$ cat config.mk
export PLATFORM = sky130hd
export DESIGN_NAME = qau_out
export DESIGN_NICKNAME = d
export VERILOG_FILES = /design/src/sv/qau_pkg.sv /design/src/sv/qau_out.sv
export SDC_FILE = /design/constraint.sdc
export NUM_CORES = 1
export LEC_CHECK = 0
export BUFFER_PORTS_ARGS = -buffer_cell sky130_fd_sc_hd__buf_2
export CORE_AREA = 2 2 300 302
export DETAILED_ROUTE_END_ITERATION = 16
export DIE_AREA = 0 0 302 304
export SYNTH_ARGS = -nofsm -noshare
export SYNTH_HDL_FRONTEND = slang
export SYNTH_SLANG_ARGS = --single-unit
$ cat constraint.sdc
create_clock -name clk -period 40.5 [get_ports clk]
set_clock_uncertainty 0.15 [all_clocks]
set_input_delay 8.1 -clock clk [delete_from_list [all_inputs] [get_ports clk]]
set_output_delay 8.1 -clock clk [all_outputs]
set_load 0.005 [all_outputs]
$ cat src/sv/qau_pkg.sv
// ----------------------------------------------------------------------------
// Quaternion arithmetic unit package
// Shared types, command codes and the lane saturation function.
// ----------------------------------------------------------------------------
package qau_pkg;

  localparam int FRAC_BITS_DEF = 16;
  localparam int LW            = 32;   // lane width
  localparam int EW            = 68;   // exact sum width before rounding
  localparam int SQW           = 65;   // sum of squares width
  localparam int NRW           = 33;   // norm width

  typedef logic [2:0] cmd_t;

  localparam cmd_t CMD_ADD  = 3'd0;
  localparam cmd_t CMD_MUL  = 3'd1;
  localparam cmd_t CMD_CONJ = 3'd2;
  localparam cmd_t CMD_NORM = 3'd3;
  localparam cmd_t CMD_INV  = 3'd4;
  localparam cmd_t CMD_MAT  = 3'd5;

  typedef logic [3:0][LW-1:0]       quat_t;
  typedef logic [2:0][3:0][LW-1:0]  rows3_t;
  typedef logic [3:0][NRW-1:0]      comp_t;

  typedef struct packed {
    cmd_t       cmd;
    logic [2:0] sat;
    rows3_t     fast;
    comp_t      comp;
  } root_side_t;

  typedef struct packed {
    cmd_t       cmd;
    logic [2:0] sat;
    rows3_t     fast;
    logic [3:0] neg;
  } div_side_t;

  typedef struct packed {
    logic [LW-1:0] val;
    logic          clip;
  } sat_t;

  localparam logic signed [EW-1:0] LANE_MAX = EW'(64'sd2147483647);
  localparam logic signed [EW-1:0] LANE_MIN = -LANE_MAX - EW'(1);

  function automatic sat_t sat32(input logic signed [EW-1:0] v);
    sat_t r;
    if (v > LANE_MAX) begin
      r.val  = LANE_MAX[LW-1:0];
      r.clip = 1'b1;
    end else if (v < LANE_MIN) begin
      r.val  = LANE_MIN[LW-1:0];
      r.clip = 1'b1;
    end else begin
      r.val  = v[LW-1:0];
      r.clip = 1'b0;
    end
    return r;
  endfunction

endpackage

$ cat src/sv/qau_out.sv
// ----------------------------------------------------------------------------
// Quaternion output stage
// Result select, sign and saturation of the divided lanes, output register
// and row sequencing for the matrix command.
// ----------------------------------------------------------------------------
module qau_out #(
  parameter int FRAC_BITS = qau_pkg::FRAC_BITS_DEF,
  parameter int QW1       = 17,
  parameter int QW2       = 33
) (
  input  logic                     clk,
  input  logic                     rst,
  input  logic                     in_vld,
  input  qau_pkg::div_side_t       in_side,
  input  logic [qau_pkg::NRW-1:0]  in_den,
  input  logic [3:0][QW1-1:0]      in_q1,
  input  logic [3:0][QW2-1:0]      in_q2,
  output logic                     adv,
  output logic                     m_tvalid,
  input  logic                     m_tready,
  output logic [127:0]             m_tdata,
  output logic [3:0]               m_tuser,
  output logic                     m_tlast
);
  import qau_pkg::*;

  logic signed [EW-1:0] v1 [4];
  logic signed [EW-1:0] v2 [4];
  sat_t                 st [4];

  logic [3:0][3:0][LW-1:0] rows_next;
  logic [3:0]              sat_next;
  logic                    dive_next;
  logic                    mat_next;
  logic                    load_next;

  logic                    o_vld;
  logic                    o_mat;
  logic [1:0]              o_beat;
  logic [3:0][3:0][LW-1:0] o_rows;
  logic [3:0]              o_sat;
  logic                    o_dive;
  logic                    last_beat;

  always_comb begin
    for (int l = 0; l < 4; l++) begin
      v1[l] = EW'($signed({1'b0, in_q1[l]}));
      v2[l] = EW'($signed({1'b0, in_q2[l]}));
      if (in_side.neg[l]) begin
        v1[l] = -v1[l];
        v2[l] = -v2[l];
      end
      st[l] = sat32((in_side.cmd == CMD_INV) ? v2[l] : v1[l]);
    end
  end

  always_comb begin
    rows_next = '0;
    sat_next  = '0;
    dive_next = 1'b0;
    mat_next  = (in_side.cmd == CMD_MAT);
    load_next = in_vld && (in_side.cmd inside {[CMD_ADD:CMD_MAT]});
    if (in_side.cmd inside {CMD_NORM, CMD_INV}) begin
      if (in_den == '0) begin
        dive_next = 1'b1;
      end else begin
        for (int l = 0; l < 4; l++) begin
          rows_next[0][l] = st[l].val;
          sat_next[0]     = sat_next[0] | st[l].clip;
        end
      end
    end else begin
      rows_next[2:0]  = in_side.fast;
      sat_next[2:0]   = in_side.sat;
      rows_next[3][3] = LW'(1) << FRAC_BITS;
    end
  end

  assign last_beat = !o_mat || (o_beat == 2'd3);
  assign adv       = !o_vld || (m_tready && last_beat);

  always_ff @(posedge clk) begin
    if (rst) begin
      o_vld  <= 1'b0;
      o_mat  <= 1'b0;
      o_beat <= '0;
    end else if (adv) begin
      o_vld  <= load_next;
      o_mat  <= mat_next;
      o_beat <= '0;
    end else if (m_tready) begin
      o_beat <= o_beat + 2'd1;
    end
  end

  always_ff @(posedge clk) begin
    if (adv) begin
      o_rows <= rows_next;
      o_sat  <= sat_next;
      o_dive <= dive_next;
    end
  end

  assign m_tvalid = o_vld;
  assign m_tdata  = o_rows[o_beat];
  assign m_tuser  = {o_sat[o_beat], o_dive, o_beat};
  assign m_tlast  = last_beat;

endmodule

After elaboration in Yosys (flattened, before gate mapping):

Cells that the tools add are included.

* register bits: 424
* bits in latches: 0
* RAM bits: 0
* memory bits (read-only): 0
* input port bits: 631
* output and inout bits: 135
* memories kept: 0

* add/sub/neg operators: 9
* multiply operators: 0
* divide/modulo/power cells: 0
* order comparisons: 11
* eq/ne operators: 4
* shift operators: 0
* muxes and demuxes: 30
* bitwise logic cells: 3
* reductions and logical operators: 10

Operators by type and width (number)
* $mux 68: 12
* $mux 128: 3
* $gt 68x32->1 const B: 4
* $lt 68x32->1 const B: 4
* $neg 17->68: 4
* $neg 33->68: 4
* $mux 33: 8
* $bmux 128 s2: 1
* $logic_not 33->1: 1
* $mux 17: 1
* $eq 3x3->1 const B: 2
* $mux 1: 4
* $eq 3x2->1 const B: 1
* $ge 3x1->1 const B: 1
* $le 3x3->1 const B: 1
* $logic_and 1x1->1: 3
* $lt 2x3->1 const B: 1
* $or 1x1->1: 3
* $add 2x1->2 const B: 1
* $bmux 1 s2: 1
* $eq 2x2->1 const B: 1
* $logic_not 1->1: 2
* $logic_or 1x1->1: 2
* $reduce_bool 2->1: 1
* $reduce_or 2->1: 1

Logic depth before layout (Yosys ltp):

Gate-level depths: netlist of the first run.

* depth in word-level cells: 11
* mapped depth: 16

Worst setup path before layout of the first run:

No wires, ideal clock.

* path kind: input to output
* start: input m_tready
* end: output adv
* arrival: 16.369 ns
* required time: 32.250 ns
* setup slack: 15.881 ns
* cell stages on the path: 2
* buffers on the path: 0
* path through: nand2_1 -> nand2_1

* longest elaborated chain between the ends: 2

RTL lines
* start, declared: line qau_out.sv:20 `input logic m_tready,`
* $logic_and 1x1->1: line qau_out.sv:80 `assign adv = !o_vld || (m_tready && last_beat);`
* $logic_or 1x1->1: line qau_out.sv:80
* end, declared: line qau_out.sv:18 `output logic adv,`

Every way passes these cells.

Final worst setup path of the first run:

Ends and elaborated chain as after synthesis.

==> results list, run 1 <==
- Result of the run: completed
- After routing, the total negative slack on setup checks comes to 0 ps.
* Area growth from synthesis to final layout: 26.7%
- DRT iter0 DRCs: 2049
- Entering global routing, the biggest net connects 125 pins.
* Number of resized instances in the post-cts repair step: 0
- In this run the deepest clock path goes through 3 buffers.
* DIE WIDTH: 302 um
- CTS buffer count: 47
- In this run the power density over the cells is 36.4 nW/um2.
- DRT Pass-1 Iters: 6
- Averaged over all synthesized cells, the footprint is 9.69 um2.
- Of all nets on the critical path, the largest fanout is 28.
- Post-synthesis cell type with the largest combined area: sky130_fd_sc_hd__edfxtp_1
- The tree built by TritonCTS fans out to 393 sinks.
- Buffers placed on the I/O ports in this run total 765.
* Initial antenna violation count: 39
- Synth Net Count: 3189
- The count of nets left with antenna violations once routing finished came out at 0.
- At the pin with the least slew margin, the transition time is 1150 ps.
- After detailed routing, the average wire length per cell comes to 22.3 um.
- Count of flip-flops with a built-in enable after synthesis: 389
- Worst max-slew margin expressed relative to the limit: 23.1%
* Final number of hold-violating endpoints: 0
* Synth cell types: 84
- Top cells by area in the synthesized netlist: sky130_fd_sc_hd__edfxtp_1 47%, sky130_fd_sc_hd__and2_1 6.8%, sky130_fd_sc_hd__o21ai_0 6.0%
- Post-CTS setup buffer count: 0
- Routability-driven placement finished with a final weighted congestion of 0.943.
- For this configuration, the core starts out at a cell density of 27.7%.
* CTS Hold Bufs: 0
- The most used flip-flop cell after synthesis is sky130_fd_sc_hd__edfxtp_1.
- Yosys synthesis warning count: 0
* Highest clock frequency the design can meet: 58.4 MHz
* Library cell with the highest instance count after synthesis: sky130_fd_sc_hd__edfxtp_1
* Via count of the first global-routing pass: 22200
* Summed instance area of the synthesized netlist: 24600 um2
* Share of synthesized registers carrying an async set or reset: 0%
- Synthesis produced a netlist whose cell count is 2541.
- Critical path data required time: 32250 ps
* Clock network latency to the later pin of the worst-skew pair: 580 ps
- Share of synthesized area occupied by flip-flops and latches: 47.7%
* Core Box Area: 89000 um2
* Final setup slack of the worst path: 23360 ps
- The count of final max-slew check failures came to 0.
* Number of placement rows: 110
* Clock-pin slew reported for the worst setup and hold paths after clock tree synthesis: 60 ps
- The die is 304 um tall.
- Post-layout net count: 3866
- Kind of launch point of the worst setup path: input pin
- Worst slack at placement: 23360 ps
- For this design the static power due to leakage is 11.9 nW.
* Final WL: 99.3 mm
- Setup repair after global routing missed its margin: false
- Max cap viols: 0
- The HPWL after detailed placement is 74.0 mm.
- First-pass GRT wire length: 142 mm
* Global-route usage over all layers: 20.6%
- Fin crit period: 17140 ps
- Ports: 766
- Counting instances, the worst hold path has a depth of 2.
* Via count: 23300
- Number of setup violations in the final report: 0
- The post-route netlist has 29.1% of its cells at a drive strength greater than 1.
* Via-to-Cell Ratio: 5.22
- The commonest cells after synthesis are 389 x sky130_fd_sc_hd__edfxtp_1, 325 x sky130_fd_sc_hd__nand2_1, 293 x sky130_fd_sc_hd__o21ai_0, 269 x sky130_fd_sc_hd__and2_1, 145 x sky130_fd_sc_hd__clkbuf_1.
- H-tree depth: 2
- STA classifies the critical path endpoint as a primary output.
* Portion of synthesized cell area occupied by the leading cell type: 47.4%
* Critical path class: in2out
* Crit path arrival time: 8890 ps
- TritonCTS built the clock tree.
- In the finished design, the share of the clock period the worst path needs comes to 42.3%.
- CTS Root Buffer Type: sky130_fd_sc_hd__clkbuf_16
* Peak VDD IR: 0.0000275 V
- Number of storage elements in the synthesis netlist: 393
- Fill cells in the final layout number 9284.
* Number of remaining DRC errors: 0
* Overflow left after global routing: 0
- The floorplan step defined a die boundary enclosing 91800 um2.
* Worst hold path class: reg2reg
* Number of cells on the worst reg-to-reg path: 8
cells by family (layout without fill, tap and decap cells):
family	count (synthesis)	count (layout)	share of synthesized area (%)
XOR/XNOR	88	88	3.13
AO/OA/AOI/OAI	704	704	17.7
other	0	23	0
flip-flops	393	393	47.7
buffers and inverters	217	931	3.50
AND/OR/NAND/NOR	974	974	20.6
multiplexers	148	148	6.52
adder cells (fa/ha/maj)	17	17	0.863
layout make-up:
class	instances	area [um2]	area share, %
diodes	23	57.6	0.184
multi-input cells	1931	12100	38.6
inverters	35	139	0.445
clock inverters	28	298	0.954
well taps	1176	1470	4.71
repair buffers	810	4180	13.4
clock buffers	58	1250	4.00
flip-flops and latches	393	11800	37.7
metal layers:
metal	global-route usage, %	up-vias	part of all wire [%]
li1	-	10800	-
met2	34.6	1054	48
met1	26.1	11200	41
met3	4.33	169	7.7
met4	6.94	20	3.1
met5	0	-	0.11
power by group:
group | internal [mW] | switching, mW | leakage, nW
clock | 0.252 | 0.183 | 0.746
sequential | 0.496 | 0.0139 | 4.19
combinational | 0.0822 | 0.111 | 6.97
sequential cells by signal, summed over array words and instances (netlist names):
name      count
o_sat         3
o_mat         1
o_dive        1
o_beat        2
m_tvalid      1
o_rows      385
final timing paths:
kind | startpoint | to | slack (ps)
worst max-delay path | m_tready | adv | 23360
worst min-delay path | o_mat | o_mat | 370
worst max register to register | o_beat[1] | o_rows[72] | 35750
worst min register to register | o_mat | o_mat | 370
cells in the final DEF (no fill, tap or decap), types with 23 or more instances in the layout:
cell / n
sky130_fd_sc_hd__and2_1: 268
sky130_fd_sc_hd__a22o_1: 23
sky130_fd_sc_hd__buf_4: 44
sky130_fd_sc_hd__xor2_1: 42
sky130_fd_sc_hd__nand3_1: 31
sky130_fd_sc_hd__diode_2: 23
sky130_fd_sc_hd__o21ai_0: 292
sky130_fd_sc_hd__a31oi_1: 24
sky130_fd_sc_hd__nor3_1: 54
sky130_fd_sc_hd__nor4_1: 39
sky130_fd_sc_hd__buf_2: 765
sky130_fd_sc_hd__xnor2_1: 46
sky130_fd_sc_hd__nand2_1: 323
sky130_fd_sc_hd__o21ai_1: 34
sky130_fd_sc_hd__inv_1: 34
sky130_fd_sc_hd__clkbuf_16: 48
sky130_fd_sc_hd__a21oi_1: 137
sky130_fd_sc_hd__nor2_1: 93
sky130_fd_sc_hd__mux2i_1: 138
sky130_fd_sc_hd__or3_1: 32
sky130_fd_sc_hd__o31ai_1: 35
sky130_fd_sc_hd__edfxtp_1: 389
critical path, stage by stage:
cell and delay (ps):
sky130_fd_sc_hd__buf_2 120, sky130_fd_sc_hd__nand2_1 110, sky130_fd_sc_hd__nand2_4 350, sky130_fd_sc_hd__buf_2 190
through the flow:
step	util (%)	power (mW)	area [um2]	cells	hold WS (ps)
after global placement	33.3	0.708	29600	4345	353
final	35.1	1.14	31200	4454	367
after floorplan	-	0.619	24600	2541	314
after CTS	35.0	1.15	31200	4431	371
after global routing	35.0	1.18	31200	4448	400
after detailed placement	33.3	0.711	29600	4345	345
No activity file was read; power rests on OpenSTA's default activity.
==> inputs of run 2 (changes only) <==
==> constraint.sdc (replaced) <==
create_clock -name clk -period 13.91 [get_ports clk]
set_clock_uncertainty 0.15 [all_clocks]
set_input_delay 2.782 -clock clk [delete_from_list [all_inputs] [get_ports clk]]
set_output_delay 2.782 -clock clk [all_outputs]
set_load 0.005 [all_outputs]
==> run 2 against run 1 <==
Compared with the run above: worst setup slack worse by 16000 ps; worst hold slack gained 0.56 ps; critical path depth up 8; critical path type is now in2reg; critical endpoint is now o_sat[0]; highest routed layer unchanged.
==> results list, run 2 (synthesis results as in run 1) <==
* CTS Root Buffer Type: sky130_fd_sc_hd__clkbuf_16
- Ports: 766
* Number of resized instances in the post-cts repair step: 0
* Overflow left after global routing: 0
- The analysis attributes to net switching a power of 906 uW.
- Commonest non-fill, non-tap cell in the layout: sky130_fd_sc_hd__buf_2
* Critical path data required time: 14100 ps
- Switching share of power: 27.5%
* Via count: 23200
- The worst hold path passes through 2 cells.
- Crit path max-delay family: simple AND/OR/NAND/NOR gates
- Portion of the clock cycle consumed by the worst path in the final layout: 50.0%
- Worst path max stage delay: 940 ps
- In the routed layout, each cell is associated on average with a via count of 5.22.
* Worst max-slew margin expressed relative to the limit: 6.66%
- Number of buffers added on ports: 765
* Number of sinks handled by clock tree synthesis: 393
- Before antenna repair, the detailed router went through 6 iterations.
* Number of setup violations in the final report: 0
* Worst-margin pin slew: 1380 ps
* Clock Path Buffers: 3
* DIE WIDTH: 302 um
- The initialized floorplan defines 110 standard-cell rows.
- Max cap viols: 0
- Buffers and inverters on the worst path: 1
- Post-CTS setup buffer count: 0
- STA classifies the critical path startpoint as an input pin.
- The run finished with clean final reports.
- CTS Hold Bufs: 0
- In this run the critical register-to-register path is launched from o_beat[1].
- TritonCTS built the clock tree.
- The worst setup path is captured at a flop.
- Final design utilization: 34.9%
- Combinational share of power: 17.1%
* CTS buffer count: 49
* Reg2Reg Capture Point: o_rows[13]
- Register with the highest flop count: o_rows
* Worst-case register-to-register setup slack: 9960 ps
* Peak VDD IR: 0.0000877 V
* Final number of hold-violating endpoints: 0
* Power share of the sequential group: 45.2%
* WL per Instance: 23.0 um
* First-pass GRT wire length: 146 mm
- Post-layout net count: 3858
- Total Die Area: 91800 um2
* Post-Layout Inst Area: 31100 um2
- The critical path is of the in2reg type.
* Worst min-delay path startpoint: o_mat
* H-tree depth: 2
- The register with the most flip-flops in the layout has 385 of them.
- Worst Hold Path EP: o_mat
- Count of final max-slew check failures: 0
- Setup TNS Final: 0 ps
* Die Y-Extent: 304 um
- The path class of the tightest hold or removal check is reg2reg.
- Of all nets on the critical path, the largest fanout is 27.
- The count of nets left with antenna violations once routing finished came out at 0.
- The number of antenna violations at the first check in global routing is 37.
- Pin count of the biggest net entering global routing: 111
- After detailed routing, the number of remaining DRC violations is 0.
- In the layout the commonest cells are 765 x sky130_fd_sc_hd__buf_2, 389 x sky130_fd_sc_hd__edfxtp_1, 323 x sky130_fd_sc_hd__nand2_1.
* Fin crit period: 6960 ps
- Crit path arrival time: 7140 ps
* CP Cell Sequence: buf_2 -> nor4_1 -> nand4b_1 -> or4_1 -> nor3_1 -> ha_1 -> and4b_1 -> o31ai_1 -> a32o_1 -> o21ai_4 -> o2111ai_1 -> o221a_1
* Highest clock frequency the design can meet: 144 MHz
- Ratio of total power to cell area: 106 nW/um2
- DRT iter0 DRCs: 2159
* Max stage delay cell, worst path: sky130_fd_sc_hd__nor4_1
- For the worst-skew pair, the clock arrives at the later sink with an insertion delay of 580 ps.
- For this block, the routed nets add up to 102 mm of wire.
* Leading registers by flop count: o_rows (385), o_sat (3), o_beat (2)
- The area growth from synthesis to layout is 26.2%.
* Initial Util: 27.7%
- The post-route netlist has 28.8% of its cells at a drive strength greater than 1.
* Leak pwr: 11.8 nW
- The number of global-route vias before repair came to 22100.
- RePlAce Congestion: 0.949
- After detailed placement, the total cell area comes to 29500 um2.
* Clock share of power: 37.7%
- Global-route usage over all layers: 21.1%
- Clock-pin slew was measured on the worst setup and hold paths at 60 ps.
* Detailed Place HPWL: 76.3 mm
- Counting cells, the worst reg-to-reg path comes to 6.
- Core Box Area: 89000 um2
- Design internal power: 2.39 mW
- Setup repair after global routing left no endpoint under its margin.
[run 2: through the flow]
step	setup slack, ps	total power, mW	instances	hold slack (ps)
detailed placement	6290	2.08	4335	365
CTS	6940	3.33	4423	379
floorplan	3540	1.79	2541	314
global placement	6450	2.07	4335	341
finish	6950	3.30	4441	367
global route	6550	3.43	4438	433
[run 2: metal layers]
| metal | track usage, % | routed length [um] |
|---|---|---|
| met1 | 26.9 | 41900 |
| met2 | 35.9 | 48900 |
| met3 | 4.22 | 8000 |
| met4 | 6.38 | 2960 |
| met5 | 0 | 213 |
[run 2: worst max path at each step]
| stage | from | endpoint | slack [ps] | cells past startpoint |
|---|---|---|---|---|
| after global placement | in_q2[101] | o_sat[0] | 6450 | 12 |
| after global routing | in_q2[101] | o_sat[0] | 6550 | 12 |
| after CTS | in_q2[101] | o_sat[0] | 6940 | 12 |
| after floorplan | m_tready | adv | 3540 | 2 |
| final | in_q2[101] | o_sat[0] | 6950 | 12 |
| after detailed placement | in_q2[101] | o_sat[0] | 6290 | 12 |
[run 2: cell type report]
| class | instances | area, um2 |
|---|---|---|
| Inverter | 35 | 139 |
| Antenna cell | 18 | 45.0 |
| Clock buffer | 63 | 1320 |
| Clock inverter | 25 | 190 |
| Multi-Input combinational cell | 1931 | 12100 |
| Fill cell | 9233 | 58000 |
| Sequential cell | 393 | 11800 |
| Tap cell | 1176 | 1470 |
| Timing Repair Buffer | 800 | 4090 |
[run 2: power groups by stage]
stage / logic (mW) / registers [mW] / clock network [mW]
after floorplan: 0.292 / 1.50 / 0
after global placement: 0.557 / 1.51 / 0
after detailed placement: 0.562 / 1.52 / 0
after CTS: 0.564 / 1.49 / 1.27
after global routing: 0.618 / 1.50 / 1.31
final: 0.564 / 1.49 / 1.24
[run 2: worst reg2reg max path, cell delays in order (launching register included)]
cell and delay [ps]:
sky130_fd_sc_hd__dfxtp_4 810, sky130_fd_sc_hd__ha_1 270, sky130_fd_sc_hd__nand2b_1 110, sky130_fd_sc_hd__nand2_1 140
sky130_fd_sc_hd__nand2_8 490, sky130_fd_sc_hd__buf_4 740, sky130_fd_sc_hd__buf_4 780
